===== config.mk =====
export PLATFORM = sky130hd
export DESIGN_NAME = ngo_div
export DESIGN_NICKNAME = d
export VERILOG_FILES = /design/src/ngo_pkg.sv /design/src/ngo_div.sv
export SDC_FILE = /design/constraint.sdc
export NUM_CORES = 1
export LEC_CHECK = 0
export ABC_AREA = 1
export BUFFER_PORTS_ARGS = -buffer_cell sky130_fd_sc_hd__buf_2
export CAP_MARGIN = 10
export CORE_UTILIZATION = 40
export DETAILED_ROUTE_END_ITERATION = 12
export SLEW_MARGIN = 20
export SYNTH_ARGS = -nofsm -noshare
export SYNTH_HDL_FRONTEND = slang
export SYNTH_SLANG_ARGS = --single-unit

===== constraint.sdc =====
create_clock -name clk_i -period 3.16 [get_ports clk_i]
set_clock_uncertainty 0.15 [all_clocks]
set_input_delay 0 -clock clk_i [delete_from_list [all_inputs] [get_ports clk_i]]
set_output_delay 0 -clock clk_i [all_outputs]
set_load 0.1 [all_outputs]

===== src/ngo_pkg.sv =====
// Shared types, codes and constants of the note glide oscillator.
`timescale 1ns / 1ps
package ngo_pkg;

  // Serial divider widths
  localparam int DVD_W = 64;
  localparam int DVS_W = 44;

  // Configuration register indexes
  localparam logic [2:0] CFG_TEMPO  = 3'd0;
  localparam logic [2:0] CFG_START  = 3'd1;
  localparam logic [2:0] CFG_LENGTH = 3'd2;
  localparam logic [2:0] CFG_SPITCH = 3'd3;
  localparam logic [2:0] CFG_EPITCH = 3'd4;

  // Waveform selector
  localparam logic [1:0] OP_SINE   = 2'd0;
  localparam logic [1:0] OP_SAW    = 2'd1;
  localparam logic [1:0] OP_SQUARE = 2'd2;

  // Note status
  localparam logic [1:0] ST_BEFORE = 2'd0;
  localparam logic [1:0] ST_SOUND  = 2'd1;
  localparam logic [1:0] ST_AFTER  = 2'd2;

  // One octave of pitch in Q7.16, and 13.75 Hz in Q16.16
  localparam logic [23:0] OCT_STEP  = 24'd786432;
  localparam logic [19:0] BASE_FREQ = 20'd901120;

  // Sine polynomial coefficients
  localparam logic [15:0] SIN_A = 16'd51472;
  localparam logic [15:0] SIN_B = 16'd21024;
  localparam logic [11:0] SIN_C = 12'd2320;

  // round(2^(k/12) * 2^16)
  localparam logic [17:0] SEMI_Q16 [13] = '{
    18'd65536, 18'd69433, 18'd73562, 18'd77936, 18'd82570, 18'd87480, 18'd92682,
    18'd98193, 18'd104032, 18'd110218, 18'd116772, 18'd123715, 18'd131072
  };

endpackage


===== src/ngo_div.sv =====
// Restoring divider, one quotient bit per cycle.
`timescale 1ns / 1ps
module ngo_div
  import ngo_pkg::*;
(
  input  logic             clk_i,
  input  logic             rst_ni,
  input  logic             go_i,
  input  logic [DVD_W-1:0] dividend_i,
  input  logic [DVS_W-1:0] divisor_i,
  output logic             done_o,
  output logic [DVD_W-1:0] quot_o,
  output logic [DVS_W-1:0] rem_o
);

  localparam int CNT_W = $clog2(DVD_W);

  logic [DVD_W-1:0] dvd_q;
  logic [DVS_W-1:0] dvs_q, rem_q, rem_d;
  logic [CNT_W-1:0] cnt_q;
  logic             busy_q, done_q, ge;
  logic [DVS_W:0]   shifted;

  assign shifted = {rem_q, dvd_q[DVD_W-1]};
  assign ge      = shifted >= {1'b0, dvs_q};
  always_comb begin
    if (ge) begin
      rem_d = DVS_W'(shifted - {1'b0, dvs_q});
    end else begin
      rem_d = DVS_W'(shifted);
    end
  end

  always_ff @(posedge clk_i or negedge rst_ni) begin
    if (!rst_ni) begin
      busy_q <= 1'b0;
      done_q <= 1'b0;
      cnt_q  <= '0;
    end else if (go_i) begin
      busy_q <= 1'b1;
      done_q <= 1'b0;
      cnt_q  <= '0;
    end else if (busy_q) begin
      cnt_q <= cnt_q + 1'b1;
      if (cnt_q == CNT_W'(DVD_W - 1)) begin
        busy_q <= 1'b0;
        done_q <= 1'b1;
      end
    end else begin
      done_q <= 1'b0;
    end
  end

  // quotient bits shift in as dividend bits shift out
  always_ff @(posedge clk_i) begin
    if (go_i) begin
      dvd_q <= dividend_i;
      dvs_q <= divisor_i;
      rem_q <= '0;
    end else if (busy_q) begin
      dvd_q <= {dvd_q[DVD_W-2:0], ge};
      rem_q <= rem_d;
    end
  end

  assign done_o = done_q;
  assign quot_o = dvd_q;
  assign rem_o  = rem_q;

endmodule


==> impl_metrics.json <==
{
  "holdPathStages": 2,
  "maxCapViolCount": 0,
  "vdd.ir_drop.worst_uv": 298,
  "die_w_um": 163,
  "yosys_most_used_dff": "edfxtp_1",
  "critPathBufInv": 1,
  "syn_area_um2": 10300,
  "worst_path_max_delay_cell": "nor2_8",
  "ys_types": 41,
  "finalPower_mw": 5.88,
  "drt_pre_antenna_iters": 7,
  "multi_input_area_um2": 4900,
  "ant_nets": 0,
  "syn_to_final_growth_pct": 30.0,
  "cts.repair.resized": 0,
  "fin_cells": 2134,
  "synth-seq-cells": 160,
  "initial_utilization": 0.409,
  "grt_max_degree": 83,
  "tightest_slew_ps": 1070,
  "ys_warn_count": 0,
  "yosysTopAreaCell": "edfxtp_1",
  "clk_latency_ps": 450,
  "ys_async_sr_fraction": 0.0500,
  "path_class": "reg2reg",
  "grt_setup_unrepaired": "no",
  "mostFrequentLayoutCell": "nand2_1",
  "synth_nets": 1627,
  "path_max_fanout": 28,
  "n_antenna_cell": 0,
  "htreeDepth": 4,
  "cp_top_family": "simple AND/OR/NAND/NOR gates",
  "leakage_nw": 7.18,
  "synth_top_area_share": 0.314,
  "rr_worst_depth": 12,
  "clock_tree.buffer_depth": 2,
  "vias": 9948,
  "drc_errors": 0,
  "path_depth": 12,
  "cp-start-kind": "flop",
  "cts_inserted_buffers": 17,
  "ios": 220,
  "slew_violations": 0,
  "fin_tns_setup_ps": 0,
  "hp-class": "in2reg",
  "seq_area_frac_synth": 0.419,
  "cp_data_required_time_ps": 3300,
  "wl_per_cell_um": 14.5,
  "grt_util_all_layers": 0.240,
  "grt-ovfl-total": 0,
  "finalCriticalPeriod_ps": 2770,
  "timing.final.crit_share": 0.877,
  "synth.area.top_cells": "edfxtp_1, nand2_1, dfxtp_1",
  "fillers": 2459,
  "grt_antenna_before_repair": 0,
  "seqCellArea_um2": 4320,
  "cts_root_buf": "clkbuf_16",
  "rows": 58,
  "synth-edff-count": 108,
  "dp.cells": 1991,
  "drive_gt1_frac": 0.164,
  "post-dp-hpwl_mm": 23.0,
  "clkSinkCount": 160,
  "drt_wl_total_mm": 30.9,
  "holdWs_ps": 117,
  "hold_viol": 0,
  "first_iter_violations": 596,
  "gp_congestion": 0.973,
  "critical_path_arrival_ps": 2910,
  "synth_cells": 1470,
  "fin_nets": 1948,
  "core_area_um2": 25300,
  "cts_tree": "built",
  "slew_headroom": 0.287,
  "grt_pass1_vias": 9667,
  "die_h_um": 163,
  "cp-end-kind": "flop",
  "numPortBuffers": 219,
  "fin_util": 0.532,
  "viasPerCell": 4.66,
  "power.density_nw_per_um2": 438,
  "critPathMaxStageDelay_ps": 420,
  "cpMostUsedCell": "nand3_1",
  "grt_pass1_wl_mm": 49.5,
  "crit_chain": "ha_1 > nand2_1 > nor2_2 > nand2_1 > nor2_1 > nand3_1 > nand2_2 > nor2_8 > buf_4 > nand3_1 > nand3_1 > o21ai_1",
  "synth.avg_cell_area_um2": 7.03,
  "status": "finished clean",
  "finalSetupViolCount": 0,
  "fmax_mhz": 361,
  "dieArea_um2": 26500,
  "final_cell_mix": "nand2_1, inv_1, buf_2",
  "clk_pin_slew_worst_paths_ps": 80
}
-- power breakdown --
group          internal (mW)  leakage (nW)  switching [mW]
Clock                   1.08         0.300            1.10
Combinational          0.326          5.29           0.939
Sequential              2.38          1.59          0.0608
-- metrics by stage --
stage / area (um^2) / setup WS [ps]
global route: 13400 / 226
finish: 13400 / 388
CTS: 13400 / 386
detailed placement: 11700 / 401
floorplan: 10300 / 12.6
global placement: 11700 / 457
-- final timing paths --
kind	startpoint	end	slack, ps
max in group asynchronous	rst_ni	cnt_q[0]	2170
worst min-delay path	divisor_i[12]	dvs_q[12]	120
worst min register to register	rem_o[22]	rem_o[22]	330
min in group asynchronous	rst_ni	cnt_q[4]	410
worst max-delay path	rem_o[29]	rem_o[1]	390
worst max register to register	rem_o[29]	rem_o[1]	390
-- flip-flops by register name, indices dropped and copies added (netlist names) --
signal	flops
busy_q	1
cnt_q	6
done_o	1
dvs_q	44
quot_o	64
rem_o	44
-- layer usage --
metal | GRT usage | wire length [um] | vias to the layer above
li1 | - | - | 5198
met1 | 0.312 | 14400 | 4462
met2 | 0.407 | 14500 | 264
met3 | 0.0428 | 1580 | 24
met4 | 0.0620 | 402 | 0
met5 | 0 | 0 | -
-- synth_stat cells, drive strengths merged (2+ instances only) --
master / number
a21oi: 37
a31oi: 2
buf: 20
clkbuf: 14
clkinv: 8
dfrtp: 8
dfxtp: 44
edfxtp: 108
ha: 45
inv: 237
nand2: 646
nand3: 106
nand3b: 26
nand4: 7
nor2: 93
nor3: 7
o21ai: 27
o21bai: 4
or2: 2
xnor2: 22
-- what timing repair did --
item                                    in CTS  in global routing
buffers inserted                             0                  0
endpoints found under the setup margin       0                  0
hold buffers                               111                  0
hold endpoints to repair                   139                  0
-- layout make-up --
| class | count | share of cell area |
|---|---|---|
| Clock buffer | 17 | 0.0317 |
| Clock inverter | 15 | 0.0140 |
| Inverter | 245 | 0.0685 |
| Multi-Input combinational cell | 1031 | 0.365 |
| Sequential cell | 160 | 0.322 |
| Tap cell | 330 | 0.0308 |
| Timing Repair Buffer | 336 | 0.168 |
-- kinds of logic after synthesis --
kind of cell    count (synthesis)  synth area share
compound gates                 73            0.0384
xor+xnor                       23            0.0195
fa+ha+maj                      46            0.0564
buf+inv                       279             0.107
flops                         160             0.419
simple gates                  889             0.360
Power figures use the tool's default switching activity.
