`src/ngo_pkg.sv`:
```
// Shared types, codes and constants of the note glide oscillator.
`timescale 1ns / 1ps
package ngo_pkg;

  // Serial divider widths
  localparam int DVD_W = 64;
  localparam int DVS_W = 44;

  // Configuration register indexes
  localparam logic [2:0] CFG_TEMPO  = 3'd0;
  localparam logic [2:0] CFG_START  = 3'd1;
  localparam logic [2:0] CFG_LENGTH = 3'd2;
  localparam logic [2:0] CFG_SPITCH = 3'd3;
  localparam logic [2:0] CFG_EPITCH = 3'd4;

  // Waveform selector
  localparam logic [1:0] OP_SINE   = 2'd0;
  localparam logic [1:0] OP_SAW    = 2'd1;
  localparam logic [1:0] OP_SQUARE = 2'd2;

  // Note status
  localparam logic [1:0] ST_BEFORE = 2'd0;
  localparam logic [1:0] ST_SOUND  = 2'd1;
  localparam logic [1:0] ST_AFTER  = 2'd2;

  // One octave of pitch in Q7.16, and 13.75 Hz in Q16.16
  localparam logic [23:0] OCT_STEP  = 24'd786432;
  localparam logic [19:0] BASE_FREQ = 20'd901120;

  // Sine polynomial coefficients
  localparam logic [15:0] SIN_A = 16'd51472;
  localparam logic [15:0] SIN_B = 16'd21024;
  localparam logic [11:0] SIN_C = 12'd2320;

  // round(2^(k/12) * 2^16)
  localparam logic [17:0] SEMI_Q16 [13] = '{
    18'd65536, 18'd69433, 18'd73562, 18'd77936, 18'd82570, 18'd87480, 18'd92682,
    18'd98193, 18'd104032, 18'd110218, 18'd116772, 18'd123715, 18'd131072
  };

endpackage

```
`src/ngo_mulmod.sv`:
```
// Bit-serial modular multiply, multiplier MSB first, double then add.
`timescale 1ns / 1ps
module ngo_mulmod
  import ngo_pkg::*;
#(
  parameter int B_W = 32
) (
  input  logic             clk_i,
  input  logic             rst_ni,
  input  logic             go_i,
  input  logic [DVS_W-1:0] a_i,
  input  logic [B_W-1:0]   b_i,
  input  logic [DVS_W-1:0] m_i,
  output logic             done_o,
  output logic [DVS_W-1:0] r_o
);

  localparam int CNT_W = (B_W > 1) ? $clog2(B_W) : 1;

  logic [DVS_W-1:0] a_q, m_q, r_q, r_d;
  logic [B_W-1:0]   b_q;
  logic [CNT_W-1:0] cnt_q;
  logic             busy_q, done_q, add_q;
  logic [DVS_W:0]   t;

  // doubling step, then conditional add step
  always_comb begin
    if (add_q) begin
      t = b_q[B_W-1] ? ({1'b0, r_q} + {1'b0, a_q}) : {1'b0, r_q};
    end else begin
      t = {r_q, 1'b0};
    end
    if (t >= {1'b0, m_q}) begin
      r_d = DVS_W'(t - {1'b0, m_q});
    end else begin
      r_d = DVS_W'(t);
    end
  end

  always_ff @(posedge clk_i or negedge rst_ni) begin
    if (!rst_ni) begin
      busy_q <= 1'b0;
      done_q <= 1'b0;
      add_q  <= 1'b0;
      cnt_q  <= '0;
    end else if (go_i) begin
      busy_q <= 1'b1;
      done_q <= 1'b0;
      add_q  <= 1'b0;
      cnt_q  <= '0;
    end else if (busy_q) begin
      add_q <= ~add_q;
      if (add_q) begin
        cnt_q <= cnt_q + 1'b1;
        if (cnt_q == CNT_W'(B_W - 1)) begin
          busy_q <= 1'b0;
          done_q <= 1'b1;
        end
      end
    end else begin
      done_q <= 1'b0;
    end
  end

  always_ff @(posedge clk_i) begin
    if (go_i) begin
      a_q <= a_i;
      b_q <= b_i;
      m_q <= m_i;
      r_q <= '0;
    end else if (busy_q) begin
      r_q <= r_d;
      if (add_q) begin
        b_q <= b_q << 1;
      end
    end
  end

  assign done_o = done_q;
  assign r_o    = r_q;

endmodule

```
`config.mk`:
```
export PLATFORM = sky130hd
export DESIGN_NAME = ngo_mulmod
export DESIGN_NICKNAME = d
export VERILOG_FILES = /design/src/ngo_pkg.sv /design/src/ngo_mulmod.sv
export SDC_FILE = /design/constraint.sdc
export NUM_CORES = 1
export LEC_CHECK = 0
export BUFFER_PORTS_ARGS = -buffer_cell sky130_fd_sc_hd__buf_2
export CAP_MARGIN = 15
export CORE_UTILIZATION = 44
export CTS_CLUSTER_SIZE = 8
export DETAILED_ROUTE_END_ITERATION = 16
export GPL_TIMING_DRIVEN = 1
export PLACE_DENSITY = 0.64
export SLEW_MARGIN = 20
export SYNTH_ARGS = -nofsm -noshare
export SYNTH_HDL_FRONTEND = slang
export SYNTH_SLANG_ARGS = --single-unit
```
`constraint.sdc`:
```
create_clock -name clk_i -period 10.5 [get_ports clk_i]
set_clock_uncertainty 0.15 [all_clocks]
set_input_delay 1.05 -clock clk_i [delete_from_list [all_inputs] [get_ports clk_i]]
set_output_delay 1.05 -clock clk_i [all_outputs]
set_load 0.01 [all_outputs]
```
==> results.md <==
- Sequential cell area: 0.00469 mm^2
- DR WL/cell: about 17 um
- Die X: 167 um
- PortBufs: 167
- GPL Wtd Cong: around 0.95
- CTS clock-pin slew for the worst setup and hold paths: 0.07 ns
- Final worst slack: 4.07 ns
- VDD IR-drop max: 0.128 mV
- Crit-path cells: ha_1, o21ai_0, nor2_1, o211ai_1, o31ai_1, a21boi_0, o31ai_1, xor2_1, mux2i_1, a21oi_1, ha_1, and3_1, a211o_1, a21oi_1, a21oi_4, a31oi_4, o311a_1, o31a_2, buf_4, inv_2, a211o_1, a311oi_1
- Clk buf depth: 2
- Area of the multi-input gates: 0.00673 mm^2
- # fillers: ~2,500
- Place WS: 4.18 ns
- Yosys warns: 0
- Synth Instances: approximately 1,300
- CP Buf/Inv Count: 2
- Root Buffer: clkbuf_16
- Number of synthesized flops with an enable pin: 120
- Largest net degree at the start of global routing: 87
- # IOs: between 150 and 200
- Netlist cell types: 72
- Synth-to-layout area growth: 13.9%
- Hold-fix buffers, CTS: 0
- Vias in the first global route: 9,193
- Worst path required time: between 10 and 15 ns
- Relative slew slack: 34.9%
- Final Hold Violating Endpoints: 0
- Synth cell count leaders: 140 x nor2_1, 135 x a21oi_1, 120 x edfxtp_1
- Initial DRC Count: 738
- Synth Register Bits: 172
- Ant diodes: 0
- Initial DRT Pass Iterations: 5
- DR vias/cell: 5.55
- Slew Limit Fails: 0
- PwrDens: 288 mW/mm^2
- Post-synth ARST share: between 4 and 5%
- Top post-synthesis cells by area: edfxtp_1 30%, ha_1 9.4%, dfxtp_1 7.4%
- Post-CTS setup repair buffer count: 0
- Antenna violations before repair: 0
- Worst slew pin tran: 0.976 ns
- Main synth FF type: edfxtp_1
- Worst-Skew Late Latency: between 0.4 and 0.5 ns
- Fmax: 155 MHz
- Share of cells above drive strength 1: 17.7%
- Pleak: 6.15 nW
- Starting density of the core: 45.3%
- Yosys top cell by area: edfxtp_1
- Critical Path Source Type: register
- Crit path kind: register to register
- Delay-heaviest family, CP: compound AO/OA/AOI/OAI gates
- CTS H-tree lvls: 4
- Num CTS Buffers: 17
- Minimum clock period: 6.43 ns
- Post-Route Setup TNS: 0 ns
- Fin nets: 1,630
- Cell row count: between 50 and 60
- Final setup viols: 0
- Max cap viols: 0
- Post-cts sizing count: 0
- Register area share after synthesis: 39.2%
- Critical path's largest stage delay: 0.53 ns
- Die Ht: between 150 and 200 um
- Final period util: 61.3%
- Syn nets: roughly 1,500
- Status: completed
- Die area: 0.0278 mm^2
- Synth top area share: 30.2%
- Tot GR Track Use: 22.4%
- Via count: between 9,000 and 10,000
- CP arrival: 6.63 ns
- GR Overflow Total: 0
- Post-Route WL: 30,700 um
- CP max stage cell: buf_4
- RSZ-0062 raised after global routing: no
- Post-synth design cell area: between 0.01 and 0.015 mm^2
- CP Capture Type: register
- Floorplan core area: about 0.026 mm^2
- Post-route ant nets: 0
- DR DRC count: 0
- Worst-path maximum fanout: 71
- Avg Synthesized Cell Area: 9.30 um^2
- CTS tree: yes
- First-pass GRT wire length: 49,300 um
- Clock Sinks: 172
- Most frequent cell after synthesis: nor2_1
- Class of the worst hold path: input port to async pin
- Hpwl dp: ~23,000 um
-- cell usage in the layout (no fill, tap or decap), types with 25 or more instances in the layout --
cell,instances
buf_2,166
nor2_1,140
a21oi_1,135
edfxtp_1,120
ha_1,90
nand2_1,80
inv_1,69
o21ai_0,60
a21o_1,53
dfxtp_1,44
xnor2_1,43
a211oi_1,37
xor2_1,37
mux2_2,36
mux2i_1,28
a31oi_1,25
-- sequential cells by signal, indices dropped and copies added, names as in the netlist --
register  count
r_o          44
m_q          44
done_o        1
add_q         1
b_q          32
busy_q        1
cnt_q         5
a_q          44
-- metrics by stage --
stage	instances	hold WS [ns]	total power, mW	cell area, um^2	utilization, %
2_1_floorplan	1284	0.357	2.69	11900	-
3_3_place_gp	1731	0.363	3.21	13000	49.3
3_5_place_dp	1731	0.356	3.22	13000	49.3
4_1_cts	1762	0.283	3.90	13600	51.6
5_1_grt	1762	0.297	4.21	13600	51.6
6_report	1762	0.297	3.92	13600	51.6
-- routing by layer --
metal	global-route usage (%)	routed length [um]	vias up
met5	0	0	-
met4	7.45	659	0
met3	4.42	2270	39
met2	30.1	11800	344
met1	35.2	16000	4403
li1	-	-	4994
-- logic make-up after synthesis --
kind of cell,Yosys count,synth area share (%)
xor gates and xnor gates,80,5.87
AOI/OAI and AO/OA,409,22.2
adders and majority gates,92,9.77
DFF,172,39.2
and+or+nand+nor,335,12.8
buffers and inverters,132,4.39
muxes,64,5.74
-- power by group --
group	switching [mW]	internal, mW
Sequential	0.163	0.858
Clock	0.277	0.387
Combinational	1.30	0.936
-- cell type report --
class                   count  area share [%]
repair buffers            174            6.58
well taps                 335            3.08
inverters                  70            1.93
clock inverters             7           0.736
flip-flops and latches    172            34.5
clock buffers              24            3.71
multi-input cells         980            49.5
-- worst reg2reg max path: cells and delay by family, from the launching register on --
kind	cells	cell delay, ns
compound gates	14	3.46
mux	1	0.09
xor+xnor	1	0.20
simple gates	2	0.48
fa+ha+maj	2	0.77
flops	1	0.38
buf+inv	2	0.81
-- final timing paths --
check / cells after the start / to / slack [ns] / from
setup / recovery: 22 / r_o[42] / 4.07 / a_q[2]
hold / removal: 1 / cnt_q[0] / 0.30 / rst_ni
setup reg to reg: 22 / r_o[42] / 4.07 / a_q[2]
hold reg to reg: 2 / done_o / 0.38 / done_o
max in group asynchronous: 1 / add_q / 9.70 / rst_ni
min in group clk_i: 2 / done_o / 0.38 / done_o
Power figures use the tool's default switching activity.
