### src/ngo_pkg.sv
// Shared types, codes and constants of the note glide oscillator.
`timescale 1ns / 1ps
package ngo_pkg;

  // Serial divider widths
  localparam int DVD_W = 64;
  localparam int DVS_W = 44;

  // Configuration register indexes
  localparam logic [2:0] CFG_TEMPO  = 3'd0;
  localparam logic [2:0] CFG_START  = 3'd1;
  localparam logic [2:0] CFG_LENGTH = 3'd2;
  localparam logic [2:0] CFG_SPITCH = 3'd3;
  localparam logic [2:0] CFG_EPITCH = 3'd4;

  // Waveform selector
  localparam logic [1:0] OP_SINE   = 2'd0;
  localparam logic [1:0] OP_SAW    = 2'd1;
  localparam logic [1:0] OP_SQUARE = 2'd2;

  // Note status
  localparam logic [1:0] ST_BEFORE = 2'd0;
  localparam logic [1:0] ST_SOUND  = 2'd1;
  localparam logic [1:0] ST_AFTER  = 2'd2;

  // One octave of pitch in Q7.16, and 13.75 Hz in Q16.16
  localparam logic [23:0] OCT_STEP  = 24'd786432;
  localparam logic [19:0] BASE_FREQ = 20'd901120;

  // Sine polynomial coefficients
  localparam logic [15:0] SIN_A = 16'd51472;
  localparam logic [15:0] SIN_B = 16'd21024;
  localparam logic [11:0] SIN_C = 12'd2320;

  // round(2^(k/12) * 2^16)
  localparam logic [17:0] SEMI_Q16 [13] = '{
    18'd65536, 18'd69433, 18'd73562, 18'd77936, 18'd82570, 18'd87480, 18'd92682,
    18'd98193, 18'd104032, 18'd110218, 18'd116772, 18'd123715, 18'd131072
  };

endpackage

### src/ngo_sine.sv
// Polynomial sine of a 16-bit phase, one multiply per cycle.
`timescale 1ns / 1ps
module ngo_sine
  import ngo_pkg::*;
(
  input  logic               clk_i,
  input  logic               rst_ni,
  input  logic               go_i,
  input  logic [15:0]        ph_i,
  output logic               done_o,
  output logic signed [15:0] y_o
);

  logic        busy_q, done_q, neg_q;
  logic [1:0]  step_q;
  logic [16:0] x_q, x2_q, xin;
  logic [15:0] t2_q, t4_q;
  logic signed [15:0] y_q;
  logic [33:0] p0;
  logic [28:0] p1;
  logic [32:0] p2, p3;
  logic [17:0] y_raw;
  logic [14:0] y_cap;

  assign xin   = ph_i[14] ? (17'd32768 - {2'b0, ph_i[13:0], 1'b0})
                          : {2'b0, ph_i[13:0], 1'b0};
  assign p0    = 34'(x_q) * 34'(x_q);
  assign p1    = 29'(x2_q) * 29'(SIN_C);
  assign p2    = 33'(x2_q) * 33'(t2_q);
  assign p3    = 33'(x_q) * 33'(t4_q);
  assign y_raw = p3[32:15];
  assign y_cap = (y_raw > 18'd32767) ? 15'h7FFF : y_raw[14:0];

  always_ff @(posedge clk_i or negedge rst_ni) begin
    if (!rst_ni) begin
      busy_q <= 1'b0;
      done_q <= 1'b0;
      step_q <= '0;
    end else if (go_i) begin
      busy_q <= 1'b1;
      done_q <= 1'b0;
      step_q <= '0;
    end else if (busy_q) begin
      step_q <= step_q + 1'b1;
      if (step_q == 2'd3) begin
        busy_q <= 1'b0;
        done_q <= 1'b1;
      end
    end else begin
      done_q <= 1'b0;
    end
  end

  always_ff @(posedge clk_i) begin
    if (go_i) begin
      x_q   <= xin;
      neg_q <= ph_i[15];
    end else if (busy_q) begin
      case (step_q)
        2'd0:    x2_q <= p0[31:15];
        2'd1:    t2_q <= SIN_B - 16'(p1[28:15]);
        2'd2:    t4_q <= SIN_A - 16'(p2[32:15]);
        default: y_q  <= neg_q ? -$signed({1'b0, y_cap}) : $signed({1'b0, y_cap});
      endcase
    end
  end

  assign done_o = done_q;
  assign y_o    = y_q;

endmodule

### config.mk
export PLATFORM = sky130hd
export DESIGN_NAME = ngo_sine
export DESIGN_NICKNAME = d
export VERILOG_FILES = /design/src/ngo_pkg.sv /design/src/ngo_sine.sv
export SDC_FILE = /design/constraint.sdc
export NUM_CORES = 2
export LEC_CHECK = 0
export BUFFER_PORTS_ARGS = -buffer_cell sky130_fd_sc_hd__buf_2
export CAP_MARGIN = 20
export CORE_MARGIN = 2
export CORE_UTILIZATION = 43
export CTS_CLUSTER_DIAMETER = 200
export DETAILED_ROUTE_END_ITERATION = 12
export SKIP_LAST_GASP = 1
export SLEW_MARGIN = 20
export SYNTH_ARGS = -nofsm -noshare
export SYNTH_HDL_FRONTEND = slang
export SYNTH_SLANG_ARGS = --single-unit
### constraint.sdc
create_clock -name clk_i -period 10.25 [get_ports clk_i]
set_input_delay 0 -clock clk_i [delete_from_list [all_inputs] [get_ports clk_i]]
set_output_delay 0 -clock clk_i [all_outputs]
set_load 0.03 [all_outputs]
==> metrics.cfg <==
[outcome]
status=completed

[detailed_routing]
dr.pass1.iters=5
wirelength_um=65000
drt_iter0_markers=1189
avgViaCountPerCell=5.05
vias=20119
drc=0
wl_per_cell_um=16.3
ant_nets=0

[global_route]
grt_max_degree=34
antenna_found_initial=0
grt.total_usage_pct=20.1
grt_pass1_wl_um=109000
grt_pass1_vias=20625
grt_overflow=0

[synth]
synth-main-ff-cell=edfxtp_1
ys_warn_count=0
syn_nets=4081
yosysUniqueCellTypes=83
async_reset_ff_share_pct=4.76
synth_area_mm2=0.0285
ys_seq_elements=84
syn_area_per_cell_um2=9.03
synth_cells=3157
synth_edf_count=80
ys_seq_area_share_pct=8.78

[worst_setup_path]
reg2reg_from=x_q[7]$_DFFE_PP_
criticalPathCategory=flop to flop
cp.arrival_ps=8510
r2r_slack_ps=1850
crit_fanout=17
slowest_stage=edfxtp_1
worstPathRequired_ps=10360
r2r_cells=28
slowest_delay_ps=760
reg2reg_to=y_o[12]$_DFFE_PP_
critPathLaunchType=flop
crit_path_frequent_cell=fa_1
end_kind=flop

[clock_network]
cts_sinks=84
cts_inserted_buffers=9
htreeDepth=3
clock_path_buffers=2
tritoncts=done
clk_latency_ps=390
root_buffer=clkbuf_16
path_clk_slew_ps=90
cts_setup_buffers=0

[floorplanning]
io_pins=36
start_util_pct=43.4
core-area_mm2=0.0657
dieArea_mm2=0.0684
die_y_um=262
die_x_um=262
num_rows=94

[hold_path]
min_from=ph_i[7]
holdCritPathClass=primary input to flop
whs_path_depth=2
whs_endpoint=x_q[8]$_DFFE_PP_

[timing]
rsz0062_at_grt=no
fin_setup_tns_ps=0
worst_pin_slew_ps=1030
finClkSkew_ps=27.6
period_needed_ps=8400
relSlewSlack_pct=31.6
finalCritPeriodShare_pct=81.9
finalHoldViolations=0
max_freq_mhz=119
setup_viol_count_final=0
slew_violations=0

[final_layout]
nNetsFinal=4036
area_delta_synth_final_pct=4.71
n_antenna_cell=0
layout-drive-gt1-share_pct=3.37

[placement]
dp_hpwl_um=53100
portBuffers=35
gp_congestion=0.868

[flow_run]
max_cap_violations=0

-- state kept, by name, indices dropped and copies added (netlist names) --
name	count
x2_q	17
done_o	1
neg_q	1
y_o	16
t2_q	15
busy_q	1
x_q	15
t4_q	16
step_q	2
-- cells in the final DEF, fill, tap and decap left out, types with 7 or more instances in the layout --
| master | instances |
|---|---|
| edfxtp_1 | 80 |
| o211ai_1 | 9 |
| buf_4 | 23 |
| or3_1 | 9 |
| o22ai_1 | 11 |
| ha_1 | 383 |
| dlygate4sd3_1 | 9 |
| a211oi_1 | 16 |
| nor2_1 | 77 |
| fa_1 | 522 |
| o21a_1 | 20 |
| xor2_1 | 27 |
| a21oi_1 | 71 |
| buf_2 | 35 |
| a21o_1 | 21 |
| o21ai_0 | 54 |
| and2_1 | 308 |
| nand3_1 | 28 |
| inv_1 | 759 |
| o21bai_1 | 8 |
| nor3_1 | 25 |
| xnor2_1 | 66 |
| clkbuf_16 | 9 |
| nand2b_1 | 11 |
| nor2b_1 | 16 |
| and3_1 | 11 |
| nand4_1 | 17 |
| o31ai_1 | 7 |
| nand2_1 | 354 |
-- final cells by class --
class                   count  area (µm²)
fillers                  6441       35900
multi-input cells        2191       22700
inverters                 759        2850
flip-flops and latches     84        2500
well taps                 864        1080
repair buffers             67         438
clock buffers               9         225
clock inverters             7        63.8
-- timing repair --
item / 4_1_cts / 5_1_grt
endpoints found under the hold margin: 12 / 0
gates resized for setup: 0 / 0
setup endpoints to repair: 0 / 0
hold buffers: 9 / 0
-- how the worst max path moves through the flow --
stage                     startpoint                 to  slack [ps]  cells past startpoint
2_1_floorplan  x_q[15]$_SDFFCE_PN0P_  y_o[12]$_DFFE_PP_        2430                     31
3_3_place_gp        x_q[7]$_DFFE_PP_  y_o[12]$_DFFE_PP_        2150                     28
3_5_place_dp        x_q[7]$_DFFE_PP_  y_o[12]$_DFFE_PP_        1940                     28
4_1_cts             x_q[7]$_DFFE_PP_  y_o[12]$_DFFE_PP_        1890                     28
5_1_grt             x_q[7]$_DFFE_PP_  y_o[12]$_DFFE_PP_        1330                     28
6_report            x_q[7]$_DFFE_PP_  y_o[12]$_DFFE_PP_        1850                     28
-- cell families after synthesis --
family,share of synthesized area (%)
simple gates,15.9
buf+inv,11.6
flops,8.78
xor+xnor,2.91
compound gates,6.95
fa+ha+maj,53.5
mux,0.342
-- per-stage QoR --
step	setup slack [ps]	cells	hold WS (ps)	util, %	cell area, µm²
6_report	1850	3981	17.8	45.4	29900
3_5_place_dp	1940	3956	-186	44.8	29500
2_1_floorplan	2430	3157	-296	-	28500
3_3_place_gp	2150	3956	-188	44.8	29500
4_1_cts	1890	3981	4.22	45.4	29900
5_1_grt	1330	3981	10.5	45.4	29900
-- per-layer routing --
| layer | track usage [%] | wire length [µm] | part of all wire [%] | up-vias |
|---|---|---|---|---|
| met2 | 33.2 | 30500 | 47 | 435 |
| met1 | 28.1 | 30000 | 46 | 10014 |
| met5 | 0 | 0 | 0 | - |
| met4 | 4.50 | 1290 | 2.0 | 0 |
| li1 | - | - | - | 9605 |
| met3 | 2.68 | 3240 | 5.0 | 65 |
-- cells in the mapped netlist, types with 4 or more instances --
| cell | instances | area share, % |
|---|---|---|
| inv_1 | 759 | 10 |
| fa_1 | 522 | 37 |
| ha_1 | 383 | 17 |
| nand2_1 | 354 | 4.7 |
| and2_1 | 308 | 6.8 |
| clkbuf_1 | 119 | 1.6 |
| edfxtp_1 | 80 | 8.4 |
| nor2_1 | 77 | 1.0 |
| a21oi_1 | 71 | 1.2 |
| xnor2_1 | 66 | 2.0 |
| o21ai_0 | 54 | 0.95 |
| nand3_1 | 28 | 0.49 |
| xor2_1 | 27 | 0.83 |
| nor3_1 | 25 | 0.44 |
| a21o_1 | 21 | 0.55 |
| o21a_1 | 20 | 0.53 |
| nand4_1 | 17 | 0.37 |
| a211oi_1 | 16 | 0.42 |
| nor2b_1 | 16 | 0.35 |
| and3_1 | 11 | 0.24 |
| nand2b_1 | 11 | 0.24 |
| o22ai_1 | 11 | 0.24 |
| o211ai_1 | 9 | 0.24 |
| or3_1 | 9 | 0.20 |
| o21bai_1 | 8 | 0.21 |
| o31ai_1 | 7 | 0.18 |
| a211o_1 | 6 | 0.18 |
| a311oi_1 | 6 | 0.18 |
| a31o_2 | 6 | 0.18 |
| mux2i_1 | 6 | 0.21 |
| o21ai_1 | 6 | 0.11 |
| or2_2 | 6 | 0.13 |
| a31oi_1 | 5 | 0.11 |
| a221o_1 | 4 | 0.14 |
| dfrtp_1 | 4 | 0.35 |
| nor4b_1 | 4 | 0.12 |
| o311a_1 | 4 | 0.14 |
-- worst max-delay path, delay by kind of cell (launching register included) --
kind	cells	cell delay, ps
adder cells (fa/ha/maj)	8	3700
AO/OA/AOI/OAI	11	2070
AND/OR/NAND/NOR	5	1130
flip-flops	1	760
buffers and inverters	4	450
Power is not shown: default switching activity piles up to over one toggle a cycle in this logic, so the estimate is an artifact.
